<file path="config.mk">
export PLATFORM = sky130hd
export DESIGN_NAME = chm_ctrl
export DESIGN_NICKNAME = d
export VERILOG_FILES = /design/src/hw/rtl/chm_pkg.sv /design/src/hw/rtl/chm_ctrl.sv
export SDC_FILE = /design/constraint.sdc
export NUM_CORES = 1
export LEC_CHECK = 0
export ABC_CLOCK_PERIOD_IN_PS = 2100
export BUFFER_PORTS_ARGS = -buffer_cell sky130_fd_sc_hd__buf_2
export CELL_PAD_IN_SITES_DETAIL_PLACEMENT = 1
export CELL_PAD_IN_SITES_GLOBAL_PLACEMENT = 1
export CORE_MARGIN = 2
export CORE_UTILIZATION = 30
export CTS_CLUSTER_DIAMETER = 150
export DETAILED_ROUTE_END_ITERATION = 16
export PLACE_DENSITY = 0.75
export SYNTH_ARGS = -nofsm -noshare
export SYNTH_HDL_FRONTEND = slang
export SYNTH_SLANG_ARGS = --single-unit
</file>
<file path="constraint.sdc">
create_clock -name clk_i -period 2.1 [get_ports clk_i]
set_clock_uncertainty 0.2 [all_clocks]
set_input_delay 0.42 -clock clk_i [delete_from_list [all_inputs] [get_ports clk_i]]
set_output_delay 0.42 -clock clk_i [all_outputs]
set_load 0.05 [all_outputs]
</file>
<file path="src/hw/rtl/chm_pkg.sv">
// ----------------------------------------------------------------------------
// chm_pkg
// Shared types, codes and constants of the chained hash map.
// ----------------------------------------------------------------------------
package chm_pkg;

  localparam int MaxBucketsDef = 64;
  localparam int PoolNodesDef  = 256;
  localparam int KeyW          = 32;
  localparam int ValW          = 64;
  localparam int CfgW          = 7;
  localparam int DivCntW       = $clog2(KeyW);
  localparam int BucketCntRst  = 64;

  typedef enum logic [1:0] {
    FN_GET  = 2'd0,
    FN_INS  = 2'd1,
    FN_DEL  = 2'd2,
    FN_RSVD = 2'd3
  } func_e;

  typedef enum logic [1:0] {
    ST_OK   = 2'd0,
    ST_MISS = 2'd1,
    ST_FULL = 2'd2
  } status_e;

  typedef enum logic [3:0] {
    S_IDLE,
    S_DIV,
    S_HEAD_RD,
    S_HEAD_LD,
    S_FREE_RD,
    S_INS,
    S_WALK,
    S_NODE_CHK,
    S_PUSH
  } state_e;

  typedef struct packed {
    logic [1:0]      func;
    logic [KeyW-1:0] key;
    logic [ValW-1:0] value_in;
  } req_t;

  typedef struct packed {
    logic [1:0]      status;
    logic [ValW-1:0] value_out;
  } rsp_t;

  // Commands from the controller to the datapath.
  typedef struct packed {
    logic    load;
    logic    div_step;
    logic    head_rd;
    logic    head_ld;
    logic    free_rd;
    logic    ins_commit;
    logic    node_rd;
    logic    node_adv;
    logic    unlink;
    logic    free_push;
    logic    respond;
    logic    rsp_val;
    status_e rsp_status;
  } cmd_t;

  // Status from the datapath to the controller.
  typedef struct packed {
    logic div_last;
    logic is_insert;
    logic is_lookup;
    logic is_remove;
    logic pool_empty;
    logic free_fresh;
    logic cur_none;
    logic key_match;
  } sts_t;

  // A written bucket count of zero acts as one; above the maximum it saturates.
  function automatic logic [CfgW-1:0] clamp_count(logic [CfgW-1:0] v, int max_b);
    logic [CfgW-1:0] r;
    r = v;
    if (v == '0) begin
      r = CfgW'(1);
    end else if (int'(v) > max_b) begin
      r = CfgW'(max_b);
    end
    return r;
  endfunction

endpackage

</file>
<file path="src/hw/rtl/chm_ctrl.sv">
// ----------------------------------------------------------------------------
// chm_ctrl
// Controller state machine: sequences modulo, head fetch, insert and walk.
// ----------------------------------------------------------------------------
module chm_ctrl (
  input  logic          clk_i,
  input  logic          rst_ni,
  input  logic          start,
  output logic          busy,
  input  chm_pkg::sts_t sts_i,
  output chm_pkg::cmd_t cmd_o
);
  import chm_pkg::*;

  state_e state_q, state_d;

  // State register.
  always_ff @(posedge clk_i or negedge rst_ni) begin
    if (!rst_ni) begin
      state_q <= S_IDLE;
    end else begin
      state_q <= state_d;
    end
  end

  // Next state.
  always_comb begin
    state_d = state_q;
    case (state_q)
      S_IDLE:     if (start) state_d = S_DIV;
      S_DIV:      if (sts_i.div_last) state_d = S_HEAD_RD;
      S_HEAD_RD:  state_d = S_HEAD_LD;
      S_HEAD_LD: begin
        if (sts_i.is_insert) begin
          if (sts_i.pool_empty) state_d = S_IDLE;
          else if (sts_i.free_fresh) state_d = S_INS;
          else state_d = S_FREE_RD;
        end else if (sts_i.is_lookup || sts_i.is_remove) begin
          state_d = S_WALK;
        end else begin
          state_d = S_IDLE;
        end
      end
      S_FREE_RD:  state_d = S_INS;
      S_INS:      state_d = S_IDLE;
      S_WALK:     state_d = sts_i.cur_none ? S_IDLE : S_NODE_CHK;
      S_NODE_CHK: begin
        if (!sts_i.key_match) state_d = S_WALK;
        else if (sts_i.is_remove) state_d = S_PUSH;
        else state_d = S_IDLE;
      end
      S_PUSH:     state_d = S_IDLE;
      default:    state_d = S_IDLE;
    endcase
  end

  // Command outputs.
  always_comb begin
    cmd_o = '0;
    cmd_o.rsp_status = ST_MISS;
    case (state_q)
      S_IDLE:    cmd_o.load = start;
      S_DIV:     cmd_o.div_step = 1'b1;
      S_HEAD_RD: cmd_o.head_rd = 1'b1;
      S_HEAD_LD: begin
        cmd_o.head_ld = 1'b1;
        if (sts_i.is_insert) begin
          if (sts_i.pool_empty) begin
            cmd_o.respond    = 1'b1;
            cmd_o.rsp_status = ST_FULL;
          end
        end else if (!(sts_i.is_lookup || sts_i.is_remove)) begin
          cmd_o.respond    = 1'b1;
          cmd_o.rsp_status = ST_MISS;
        end
      end
      S_FREE_RD: cmd_o.free_rd = 1'b1;
      S_INS: begin
        cmd_o.ins_commit = 1'b1;
        cmd_o.respond    = 1'b1;
        cmd_o.rsp_status = ST_OK;
      end
      S_WALK: begin
        if (sts_i.cur_none) begin
          cmd_o.respond    = 1'b1;
          cmd_o.rsp_status = ST_MISS;
        end else begin
          cmd_o.node_rd = 1'b1;
        end
      end
      S_NODE_CHK: begin
        if (!sts_i.key_match) begin
          cmd_o.node_adv = 1'b1;
        end else if (sts_i.is_remove) begin
          cmd_o.unlink = 1'b1;
        end else begin
          cmd_o.respond    = 1'b1;
          cmd_o.rsp_val    = 1'b1;
          cmd_o.rsp_status = ST_OK;
        end
      end
      S_PUSH: begin
        cmd_o.free_push  = 1'b1;
        cmd_o.respond    = 1'b1;
        cmd_o.rsp_val    = 1'b1;
        cmd_o.rsp_status = ST_OK;
      end
      default: cmd_o = '0;
    endcase
  end

  assign busy = (state_q != S_IDLE);

  // Every transaction ends with the machine back in idle.
  a_resp_idle: assert property (@(posedge clk_i) disable iff (!rst_ni)
    cmd_o.respond |=> !busy) else $error("controller not idle after response");

  // A remove that matched always frees its node in the next cycle.
  a_unlink_push: assert property (@(posedge clk_i) disable iff (!rst_ni)
    cmd_o.unlink |=> cmd_o.free_push) else $error("unlinked node not freed");

endmodule

</file>
=== Word-level counts from Yosys, hierarchy flattened ===
Index checks and enable logic that the tools add are counted.

* Bits in latches: 0
* Register bits: 4
* Input bits: 11
* Logic and storage cells: 51
* Bits in writable memories: 0
* Memory bits (read-only): 0
* Memories kept: 0
* Output and inout port bits: 15

* $add $sub $neg: 0
* Equal/unequal tests: 10
* Div/mod/pow operators: 0
* Multipliers: 0
* $lt $le $gt $ge: 0
* Bitwise logic cells: 0
* Muxes and demuxes: 34
* Shifts and indexed selects: 0
* Reductions and logical operators: 6

{| class="wikitable"
|+ Operators by type and width
! operator !! number
|-
| $mux W4 || 7
|-
| $pmux W4 S7 || 1
|-
| $mux W1 || 17
|-
| $eq A4 B3 Y1 const B || 4
|-
| $mux W3 || 3
|-
| $eq A4 B2 Y1 const B || 2
|-
| $mux W2 || 3
|-
| $pmux W2 S3 || 1
|-
| $reduce_or A5 Y1 || 1
|-
| $eq A4 B1 Y1 const B || 1
|-
| $eq A4 B4 Y1 const B || 1
|-
| $logic_not A4 Y1 || 1
|-
| $ne A2 B2 Y1 const B || 2
|-
| $pmux W1 S4 || 1
|-
| $reduce_bool A4 Y1 || 1
|-
| $pmux W1 S2 || 1
|-
| $reduce_and A2 Y1 || 1
|-
| $reduce_or A2 Y1 || 1
|-
| $logic_or A1 B1 Y1 || 1
|}

=== Longest topological paths before layout ===
Gate-level depths: netlist (run 1).

* Depth in word-level cells: 4
* Mapped depth: 6
* Mapped depth without buffers: 5

=== Least setup slack after synthesis (run 1) ===
No wires, ideal clock.

* Path kind: reg2out
* Start point: reg state_q[0]
* End point: out cmd_o[3] (netlist name)
* Arrival time: 2.102 ns
* Buffers on the path: 1
* Required time: 1.480 ns
* Setup slack: -0.622 ns
* Cell stages (with the launch flop): 5
* Cell sequence: dfrtp_1 buf_6 nor4b_2 a31oi_1 o221ai_1

{| class="wikitable"
|+ RTL lines
! item !! line !! text
|-
| start, declared || chm_ctrl.sv:15 || <nowiki>state_e state_q, state_d;</nowiki>
|-
| start signal, assigned || chm_ctrl.sv:22 || <nowiki>state_q <= state_d;</nowiki>
|-
| end, declared || chm_ctrl.sv:11 || <nowiki>output chm_pkg::cmd_t cmd_o</nowiki>
|}

==> results by group, run 1 <==
CTS
  • Maximum root-to-sink buffer count: 2
  • CTS sink cnt: 4
  • Clock-pin slew on the worst setup and hold paths: 0.04 ns
  • Cts bufs inserted: 3
  • Htree depth: 1
  • Clock Latency Late Sink: 0.24 ns
  • Root Buffer: clkbuf_4
  • CTS tree: built

Critical path
  • CP Class: flop to output port
  • Worst endpoint data arrival time: 1.45 ns
  • Max incr delay on CP: 0.46 ns
  • CP startpoint: state_q[1]
  • Crit path cell chain: and4b_1 -> a31oi_2 -> o221ai_1 -> buf_4
  • R2R Path Start: state_q[2]
  • Worst setup EP type: output port
  • CP Max Fanout: 8
  • Req. time, crit path: 1.48 ns
  • Slowest cell on crit path: dfrtp_2
  • Crit path launch type: flop

Placement
  • Final Wtd Congestion: 0.767
  • Pre-CTS setup slack: 0.105 ns
  • Port Buf Inserts: 25
  • Placed cells: 104
  • Post-DP HPWL: 1240 um

Layout
  • Nets@finish: 110
  • Final core occ: 51.7%
  • Largest regs: state_q: 4 flops
  • Layout area overhead: 58.9%
  • Fin cells: 113
  • Share of layout cells above drive strength 1: 63.9%
  • Max FFs per register: 4
  • Antenna cells: 0
  • Largest reg by FF count: state_q

Yosys
  • Avg Cell Area, Syn: 8.36 um^2
  • Post-synth top area cell: dfrtp_1
  • Post-synth top area share: 20.0%
  • Synthesized flop and latch total: 4
  • Most area-consuming cells after synthesis: dfrtp_1 20%, a2111oi_4 5.5%, a211oi_2 5.0%, nand2b_1 5.0%, buf_6 4.5%
  • Synth Instances: 60
  • Post-synthesis sequential area ratio: 20.0%
  • Synth Warn #: 0
  • Count of cell types in the netlist: 34
  • Synthesized Nets: 71
  • Synthesized area: 502 um^2

Power
  • Final Total Pwr: 1.15 mW
  • Leakage power: 0.388 nW
  • PD cells: 1450 nW/um^2
  • VDD IR max: 0.000630 V

GRT
  • Congestion Overflow GR: 0
  • Vias in the first global route: 583
  • All-Layer GR Usage: 18.3%
  • Pin count of the biggest net entering global routing: 9
  • Initial antenna violation count: 0
  • First-pass GRT wire length: 2590 um

Die
  • Core area: 1540 um^2
  • Std cell rows: 14
  • Die H: 44.9 um
  • Die area: 2020 um^2
  • Io pins: 26
  • Initial Util: 32.5%
  • Die Wd: 44.9 um

STA
  • RSZ-0062 raised after global routing: true
  • Final worst setup slack: 0.0264 ns
  • Setup_tns: 0 ns
  • Slew HR: 83.3%
  • Fmax: 0.482 GHz
  • Tightest Pin Transition: 0.250 ns
  • Final Hold Viols: 0
  • Setup Viol. Count Final: 0
  • Final worst path period share: 98.7%
  • Tmin final: 2.07 ns
  • Fin. max-slew vios: 0

Detailed routing
  • Initial DRC count: 1
  • Vias per inst: 5.13
  • DRT Pass-1 Iters: 2
  • Total number of vias: 580
  • DR DRC count: 0
  • Post-Route WL: 1620 um
  • Average wire per standard cell: 14.4 um
  • Final ANT Viol Nets: 0

Job
  • Max Cap Viol: 0

Worst hold path
  • Min-Delay Path Class: input port to async pin

Run status
  • Status: finished, final reports clean
power breakdown:
group / switching (mW) / internal [mW]
clock network: 0.0330 / 0.0640
logic: 0.537 / 0.345
registers: 0.0632 / 0.110
routing by layer:
metal	up-vias	GRT usage [%]	routed length [um]
met5	-	0	0
met4	0	4.71	0
li1	292	-	-
met3	0	5.20	68
met2	16	33.6	862
met1	272	20.7	691
per-stage QoR:
stage	hold slack (ns)	instance area [um^2]
3_5_place_dp	0.0276	688
3_3_place_gp	0.0258	688
5_1_grt	0.311	797
4_1_cts	0.300	769
6_report	0.306	797
2_1_floorplan	-0.0756	526
cells in the mapped netlist, drive strengths merged:
master / n
nor3: 4
dfrtp: 4
a21boi: 2
a21oi: 4
and2: 2
a31oi: 3
and2b: 2
a2111oi: 1
nor2b: 1
o21bai: 1
nor4b: 1
a211o: 1
o221a: 1
a211oi: 2
nand3b: 1
o21ai: 2
nor2: 5
buf: 4
o221ai: 1
inv: 4
nand4b: 1
clkinv: 1
and4b: 1
and3: 2
nand2: 4
or3: 1
nand2b: 4
path summary, 6_finish.rpt:
check	to	slack [ns]	cells after the start
setup / recovery	cmd_o[3]	0.03	4
hold / removal	state_q[3]	0.31	2
setup reg to reg	state_q[1]	0.35	4
hold reg to reg	state_q[0]	0.46	2
max in group asynchronous	state_q[0]	1.26	2
min in group clk_i	state_q[3]	0.31	3
final cells by class:
cell class,instances,area [um^2]
tap,16,20.0
clock buffer,3,22.5
sequential,4,105
timing repair buffer,38,245
fill,195,744
multi-input combinational,47,384
inverter,5,20.0
critical path: cells and delay by family, from the launching register on:
family	cells	cell delay (ns)
DFF	1	0.46
AOI/OAI and AO/OA	2	0.31
buffers and inverters	1	0.21
and+or+nand+nor	1	0.24
repair_timing:
| item | 4_1_cts | 5_1_grt |
|---|---|---|
| setup endpoints to repair | 8 | 8 |
| endpoints found under the hold margin | 4 | 0 |
| pin swaps | 2 | 1 |
| resized for setup | 8 | 9 |
| setup buffers | 4 | 1 |
| hold buffers | 1 | 0 |
cells in the final DEF, fill, tap and decap left out, types with 2 or more instances in the layout:
cell type,instances
a211oi_2,2
nor2_1,2
inv_1,4
nand2b_1,4
a21oi_1,4
nand2_1,3
and2b_2,2
buf_2,17
nor2_2,3
a31oi_1,2
dfrtp_2,4
clkbuf_4,6
buf_4,17
and3_1,2
nor3_2,3
cells by family (layout without fill, tap and decap cells):
kind of cell,count (synthesis),count (layout),share of synthesized area (%)
flops,4,4,20.0
buf+inv,9,46,11.0
compound gates,18,18,32.7
simple gates,29,29,36.4
Note: power is estimated with default switching activity, not from simulation.
==> run 2: changes to the inputs <==
--- a/config.mk
+++ b/config.mk
@@ -5,15 +5,17 @@
 export SDC_FILE = /design/constraint.sdc
 export NUM_CORES = 1
 export LEC_CHECK = 0
+export ABC_AREA = 1
 export ABC_CLOCK_PERIOD_IN_PS = 2100
 export BUFFER_PORTS_ARGS = -buffer_cell sky130_fd_sc_hd__buf_2
 export CELL_PAD_IN_SITES_DETAIL_PLACEMENT = 1
 export CELL_PAD_IN_SITES_GLOBAL_PLACEMENT = 1
 export CORE_MARGIN = 2
-export CORE_UTILIZATION = 30
-export CTS_CLUSTER_DIAMETER = 150
+export CORE_UTILIZATION = 26
+export CTS_CLUSTER_DIAMETER = 40
 export DETAILED_ROUTE_END_ITERATION = 16
 export PLACE_DENSITY = 0.75
 export SYNTH_ARGS = -nofsm -noshare
 export SYNTH_HDL_FRONTEND = slang
 export SYNTH_SLANG_ARGS = --single-unit
+export TNS_END_PERCENT = 20
==> results by group, run 2 <==
Run status
  • Status: finished, final reports clean

Critical path
  • RR Endpoint: state_q[1]
  • CP Max Fanout: 8 (unchanged)
  • Worst setup EP type: output port
  • R2R Path Start: state_q[0]
  • Worst endpoint data arrival time: 1.38 ns (-0.07 ns)
  • CP Class: flop to output port
  • Worst reg2reg setup slack: 0.74 ns (+0.39 ns)
  • Reg2reg path depth: 6 (+2)
  • Crit path launch type: flop
  • Req. time, crit path: 1.48 ns (about the same)

Detailed routing
  • Vias per inst: 4.63 (-9.7%)
  • DRT Pass-1 Iters: 4 (+2)
  • Total number of vias: 556 (-4.1%)
  • Final ANT Viol Nets: 0 (unchanged)
  • Post-Route WL: 1260 um (-22%)
  • DR DRC count: 0 (unchanged)
  • Initial DRC count: 10 (+9)
  • Average wire per standard cell: 10.5 um (-27%)

Power
  • VDD IR max: 0.000767 V (+22%)
  • PD cells: 1680 nW/um^2 (+16%)
  • Final Total Pwr: 1.09 mW (-5.7%)
  • Leakage power: 0.404 nW (+4.0%)

Yosys
  • Synthesized Nets: 87 (+23%)
  • Synthesized area: 445 um^2 (-11%)
  • Most area-consuming cells after synthesis: dfrtp_1 22%, inv_1 13%, nand2_1 13%, nand3_1 7.9%, nor2_2 7.0%
  • Synth Instances: 76 (+27%)
  • Synthesized flop and latch total: 4 (unchanged)
  • Async S/R FF share, synth: 100% (unchanged)
  • Post-synth top area share: 22.5% (+2.5 points)
  • Avg Cell Area, Syn: 5.86 um^2 (-30%)
  • Post-synth EDFFs: 0 (unchanged)
  • Post-synthesis sequential area ratio: 22.5% (+2.5 points)
  • Count of cell types in the netlist: 18 (-47%)
  • Synth Warn #: 0 (unchanged)
  • Post-synth top area cell: dfrtp_1
  • Primary FF master, synth: dfrtp_1
  • Top cells by count, synth: 16 x inv_1, 16 x nand2_1, 7 x nand3_1, 7 x nor2_1, 5 x nor2_2

Layout
  • Largest regs: state_q: 4 flops
  • Final core occ: 41.4% (-10 points)
  • Most frequent cells in the layout: 21 x buf_2, 16 x inv_1, 16 x nand2_1, 7 x nand3_1, 6 x nor2_1
  • Max FFs per register: 4 (unchanged)
  • Share of layout cells above drive strength 1: 42.3% (-22 points)
  • Antenna cells: 0 (unchanged)
  • Commonest non-fill, non-tap cell in the layout: buf_2
  • Post-route cell area: 646 um^2 (-19%)
  • Nets@finish: 117 (+6.4%)
  • Fill cells: 225 (+15%)
  • Largest reg by FF count: state_q
  • Fin cells: 120 (+6.2%)
  • Layout area overhead: 44.9%

CTS
  • CTS tree: built
  • Maximum root-to-sink buffer count: 2 (unchanged)
  • Root Buffer: clkbuf_4
  • Clock-pin slew on the worst setup and hold paths: 0.04 ns (about the same)
  • Htree depth: 1 (unchanged)
  • CTS sink cnt: 4 (unchanged)
  • Post-CTS Setup Bufs: 0 (-4)
  • Cts bufs inserted: 3 (unchanged)
  • Clock Latency Late Sink: 0.23 ns (about the same)

Placement
  • Placed cells: 116 (+12%)
  • Pre-CTS setup slack: 0.134 ns (+0.0293 ns)
  • Final Wtd Congestion: 0.775 (+0.96%)
  • Post-DP HPWL: 1080 um (-13%)
  • Placed Area: 588 um^2 (-15%)
  • Port Buf Inserts: 25 (unchanged)

STA
  • RSZ-0062 raised after global routing: true
  • Tightest Pin Transition: 0.271 ns (+0.0215 ns)
  • Final worst path period share: 95.4% (-3.4 points)
  • Setup_tns: 0 ns (unchanged)
  • Final Hold Viols: 0 (unchanged)
  • Fmax: 0.499 GHz (+3.6%)
  • Setup Viol. Count Final: 0 (unchanged)
  • Final worst setup slack: 0.0975 ns (+0.0711 ns)
  • Tmin final: 2.00 ns (-0.0711 ns)
  • Fin. max-slew vios: 0 (unchanged)
  • Slew HR: 81.8% (-1.5 points)
  • Min Hold Slack: 0.249 ns (-0.0574 ns)

GRT
  • Initial antenna violation count: 0 (unchanged)
  • Met1 GRT Util: 18.3% (-2.4 points)
  • All-Layer GR Usage: 14.3% (-4.0 points)
  • Vias in the first global route: 516 (-11%)
  • M3 GR Usage: 2.78% (-2.4 points)
  • Congestion Overflow GR: 0 (unchanged)
  • First-pass GRT wire length: 2150 um (-17%)
  • Met2 Use GR: 24.5% (-9.1 points)
  • Pin count of the biggest net entering global routing: 9 (unchanged)
  • Busiest grt layer: met2

Die
  • Core area: 1560 um^2 (+1.1%)
  • Die Wd: 45.4 um (+1.1%)
  • Io pins: 26 (unchanged)
  • Die area: 2060 um^2 (+2.2%)
  • Std cell rows: 14 (unchanged)
  • Initial Util: 28.6% (-4.0 points)
  • Die H: 45.4 um (+1.1%)

Worst hold path
  • Min-delay src: sts_i[7]
  • Hold EP: state_q[0]
  • Min-Delay Path Class: input port to flop
  • Hold path depth: 4

Job
  • Max Cap Viol: 0 (unchanged)
[run 2: changes by cell type in the layout (fill, tap and decap cells not counted), moves of 4 or more]
cell,previous run,this run
nand2b_1,4,0
nor2_1,2,6
nand3_1,0,7
buf_4,17,1
inv_1,4,16
nand2_1,3,16
buf_2,17,21
[run 2: layout make-up]
class | instances | area (um^2) | share of cell area [%]
multi-input combinational | 52 | 282 | 43.6
sequential | 4 | 101 | 15.7
timing repair buffer | 26 | 149 | 23.1
tap | 16 | 20.0 | 3.10
inverter | 19 | 71.3 | 11.0
clock buffer | 3 | 22.5 | 3.49
[run 2: cell families (layout without fill, tap and decap cells)]
kind of cell	after synthesis	in the layout	share of synthesized area [%]
and+or+nand+nor	46	46	51.7
buffers and inverters	20	48	18.5
AOI/OAI and AO/OA	6	6	7.30
DFF	4	4	22.5
[run 2: repair_timing]
action	in CTS	in global routing
hold endpoints to repair	4	0
resized for setup	2	7
gates cloned	0	0
hold buffers	1	0
endpoints found under the setup margin	3	4
[run 2: worst max-delay path, stage by stage (launching register included)]
cell	delay, ns
dfrtp_2	0.46
inv_1	0.11
nand2_2	0.07
nor2_1	0.14
inv_1	0.08
nor2_2	0.07
clkbuf_4	0.22
[run 2: metal layers]
layer | share of wire (%) | routed length [um]
met5 | 0 | 0
met2 | 50 | 628
met3 | 6.5 | 82
met1 | 43 | 547
met4 | 0 | 0
[run 2: how the worst max path moves through the flow]
stage	start	to	slack (ns)	cells after the start
floorplan	state_q[0]	cmd_o[0]	-0.21	4
global placement	state_q[0]	cmd_o[3]	0.19	5
detailed placement	state_q[0]	cmd_o[3]	0.13	5
CTS	state_q[2]	cmd_o[3]	0.03	6
global route	state_q[0]	cmd_o[3]	-0.008	5
finish	state_q[0]	cmd_o[13]	0.1	6
[run 2: report_power, final]
part	internal (mW)	switching, mW	leakage, nW
Sequential	0.111	0.0494	0.0503
Clock	0.0638	0.0303	0.0138
Combinational	0.222	0.610	0.340
==> run 3: changes to the inputs <==
==> constraint.sdc (replaced) <==
create_clock -name clk_i -period 2.1 [get_ports clk_i]
set_clock_uncertainty 0.2 [all_clocks]
set_input_delay 0.21 -clock clk_i [delete_from_list [all_inputs] [get_ports clk_i]]
set_output_delay 0.21 -clock clk_i [all_outputs]
set_load 0.05 [all_outputs]
==> results by group, run 3 (synthesized netlist as in run 2, its figures left out) <==
Run status
  • Status: finished, final reports clean

CTS
  • CTS tree: built
  • Clock-pin slew on the worst setup and hold paths: 0.04 ns (about the same)
  • Cts bufs inserted: 3 (unchanged)
  • Root Buffer: clkbuf_4
  • Post-CTS Setup Bufs: 0 (unchanged)
  • Clock Latency Late Sink: 0.23 ns (about the same)
  • Htree depth: 1 (unchanged)
  • Maximum root-to-sink buffer count: 2 (unchanged)
  • CTS sink cnt: 4 (unchanged)

STA
  • Final worst path period share: 90.9% (-4.5 points)
  • Fmax: 0.524 GHz (+5.0%)
  • Slew HR: 81.8% (about the same)
  • Tightest Pin Transition: 0.270 ns (-0.000669 ns)
  • Tmin final: 1.91 ns (-0.0945 ns)
  • Final Hold Viols: 0 (unchanged)
  • Setup Viol. Count Final: 0 (unchanged)
  • Fin. max-slew vios: 0 (unchanged)
  • RSZ-0062 raised after global routing: false

Die
  • Std cell rows: 14 (unchanged)
  • Initial Util: 28.6% (unchanged)
  • Io pins: 26 (unchanged)
  • Die H: 45.4 um (unchanged)
  • Core area: 1560 um^2 (unchanged)
  • Die area: 2060 um^2 (unchanged)
  • Die Wd: 45.4 um (unchanged)

Critical path
  • CP Capture Point: cmd_o[3]
  • Crit path launch type: flop
  • WP buf/inv: 2 (-1)
  • Worst setup EP type: output port
  • Delay-heaviest family, CP: simple AND/OR/NAND/NOR gates
  • Worst endpoint data arrival time: 1.50 ns (+0.12 ns)
  • CP Max Fanout: 7 (-1)
  • Crit path depth: 6 (unchanged)
  • Req. time, crit path: 1.69 ns (+0.21 ns)
  • Crit path cell chain: inv_2 -> nand2_2 -> nor2_2 -> nand3_1 -> nand4_1 -> buf_2
  • CP Class: flop to output port
  • CP startpoint: state_q[2]
  • R2R Path Start: state_q[0]
  • RR Endpoint: state_q[0]
  • Worst reg2reg setup slack: 0.72 ns (-0.02 ns)
  • Slowest cell on crit path: dfrtp_1
  • Max incr delay on CP: 0.40 ns (-0.06 ns)
  • Reg2reg path depth: 8 (+2)

Detailed routing
  • Total number of vias: 557 (+0.18%)
  • Vias per inst: 4.64 (+0.18%)
  • Post-Route WL: 1220 um (-2.8%)
  • DRT Pass-1 Iters: 4 (unchanged)
  • DR DRC count: 0 (unchanged)
  • Final ANT Viol Nets: 0 (unchanged)
  • Average wire per standard cell: 10.2 um (-2.8%)
  • Initial DRC count: 3 (-7)

Layout
  • Share of layout cells above drive strength 1: 41.3% (-0.96 points)
  • Antenna cells: 0 (unchanged)
  • Layout area overhead: 39.0%
  • Most frequent cells in the layout: 25 x buf_2, 16 x inv_1, 16 x nand2_1, 7 x nor2_1, 7 x nand3_1
  • Fin cells: 120 (unchanged)
  • Commonest non-fill, non-tap cell in the layout: buf_2
  • Nets@finish: 117 (unchanged)
  • Max FFs per register: 4 (unchanged)
  • Largest regs: state_q: 4 flops
  • Largest reg by FF count: state_q
  • Fill cells: 234 (+4.0%)
  • Final core occ: 39.7% (-1.7 points)

GRT
  • Vias in the first global route: 506 (-1.9%)
  • Congestion Overflow GR: 0 (unchanged)
  • Pin count of the biggest net entering global routing: 9 (unchanged)
  • Initial antenna violation count: 0 (unchanged)
  • First-pass GRT wire length: 2080 um (-3.5%)
  • All-Layer GR Usage: 13.7% (-0.67 points)

Worst hold path
  • Min-delay src: sts_i[7]
  • Min-Delay Path Class: input port to flop

Power
  • Leakage power: 0.401 nW (-0.69%)
  • PD cells: 1680 nW/um^2 (about the same)
  • VDD IR max: 0.000684 V (-11%)

Job
  • Max Cap Viol: 0 (unchanged)

Placement
  • Post-DP HPWL: 1070 um (-0.67%)
  • Placed cells: 116 (unchanged)
  • Port Buf Inserts: 25 (unchanged)
  • Final Wtd Congestion: 0.793 (+2.4%)
run 3: cell types whose count changed in the layout (fill, tap and decap cells not counted), sizes merged:
cell    before  now
clkbuf       5    3
buf         23   25
run 3: worst reg2reg max path: cells and delay by family (launching register included):
kind,cells,cell delay [ns]
flip-flops,1,0.46
buffers and inverters,2,0.15
AND/OR/NAND/NOR,6,0.45
run 3: per-stage QoR:
| stage | area (um^2) | setup TNS (ns) | setup WS [ns] | total power, mW | hold WS [ns] |
|---|---|---|---|---|---|
| 4_1_cts | 618 | 0 | 0.0889 | 1.05 | 0.0431 |
| 3_3_place_gp | 586 | 0 | 0.402 | 0.943 | -0.185 |
| 3_5_place_dp | 586 | 0 | 0.344 | 0.951 | -0.185 |
| 2_1_floorplan | 452 | -0.00117 | -0.00117 | 0.806 | -0.286 |
| 6_report | 619 | 0 | 0.192 | 1.04 | 0.0427 |
| 5_1_grt | 619 | 0 | 0.0761 | 1.13 | 0.0548 |
run 3: repair_timing:
| item | in CTS | in global routing |
|---|---|---|
| setup endpoints to repair | 0 | 1 |
| hold buffers | 1 | 0 |
| resized for setup | 0 | 1 |
| endpoints found under the hold margin | 4 | 0 |
run 3: how the worst min path moves through the flow:
stage	slack (ns)	end	cells after the start
2_1_floorplan	-0.29	state_q[0]	0
3_3_place_gp	-0.19	state_q[3]	1
3_5_place_dp	-0.18	state_q[2]	1
4_1_cts	0.04	state_q[0]	4
5_1_grt	0.05	state_q[0]	4
6_report	0.04	state_q[0]	4
run 3: routing by layer:
layer  routed length, um  part of all wire, %  global-route usage (%)  vias up
met3                  54                  4.4                    2.38        0
met4                   0                    0                    3.53        0
met2                 599                   49                    23.9       17
met1                 570                   47                    17.0      248
met5                   0                    0                       0        -
li1                    -                    -                       -      292
run 3: report_power, final:
part	total (mW)	switching (mW)	internal, mW
combinational	0.789	0.598	0.191
sequential	0.162	0.0505	0.111
clock	0.0920	0.0283	0.0637
run 3: area by class of cell:
class	count	area, um^2	area share, %
flip-flops and latches	4	101	16.4
well taps	16	20.0	3.23
clock buffers	3	22.5	3.64
inverters	19	71.3	11.5
multi-input cells	52	269	43.4
repair buffers	26	135	21.8
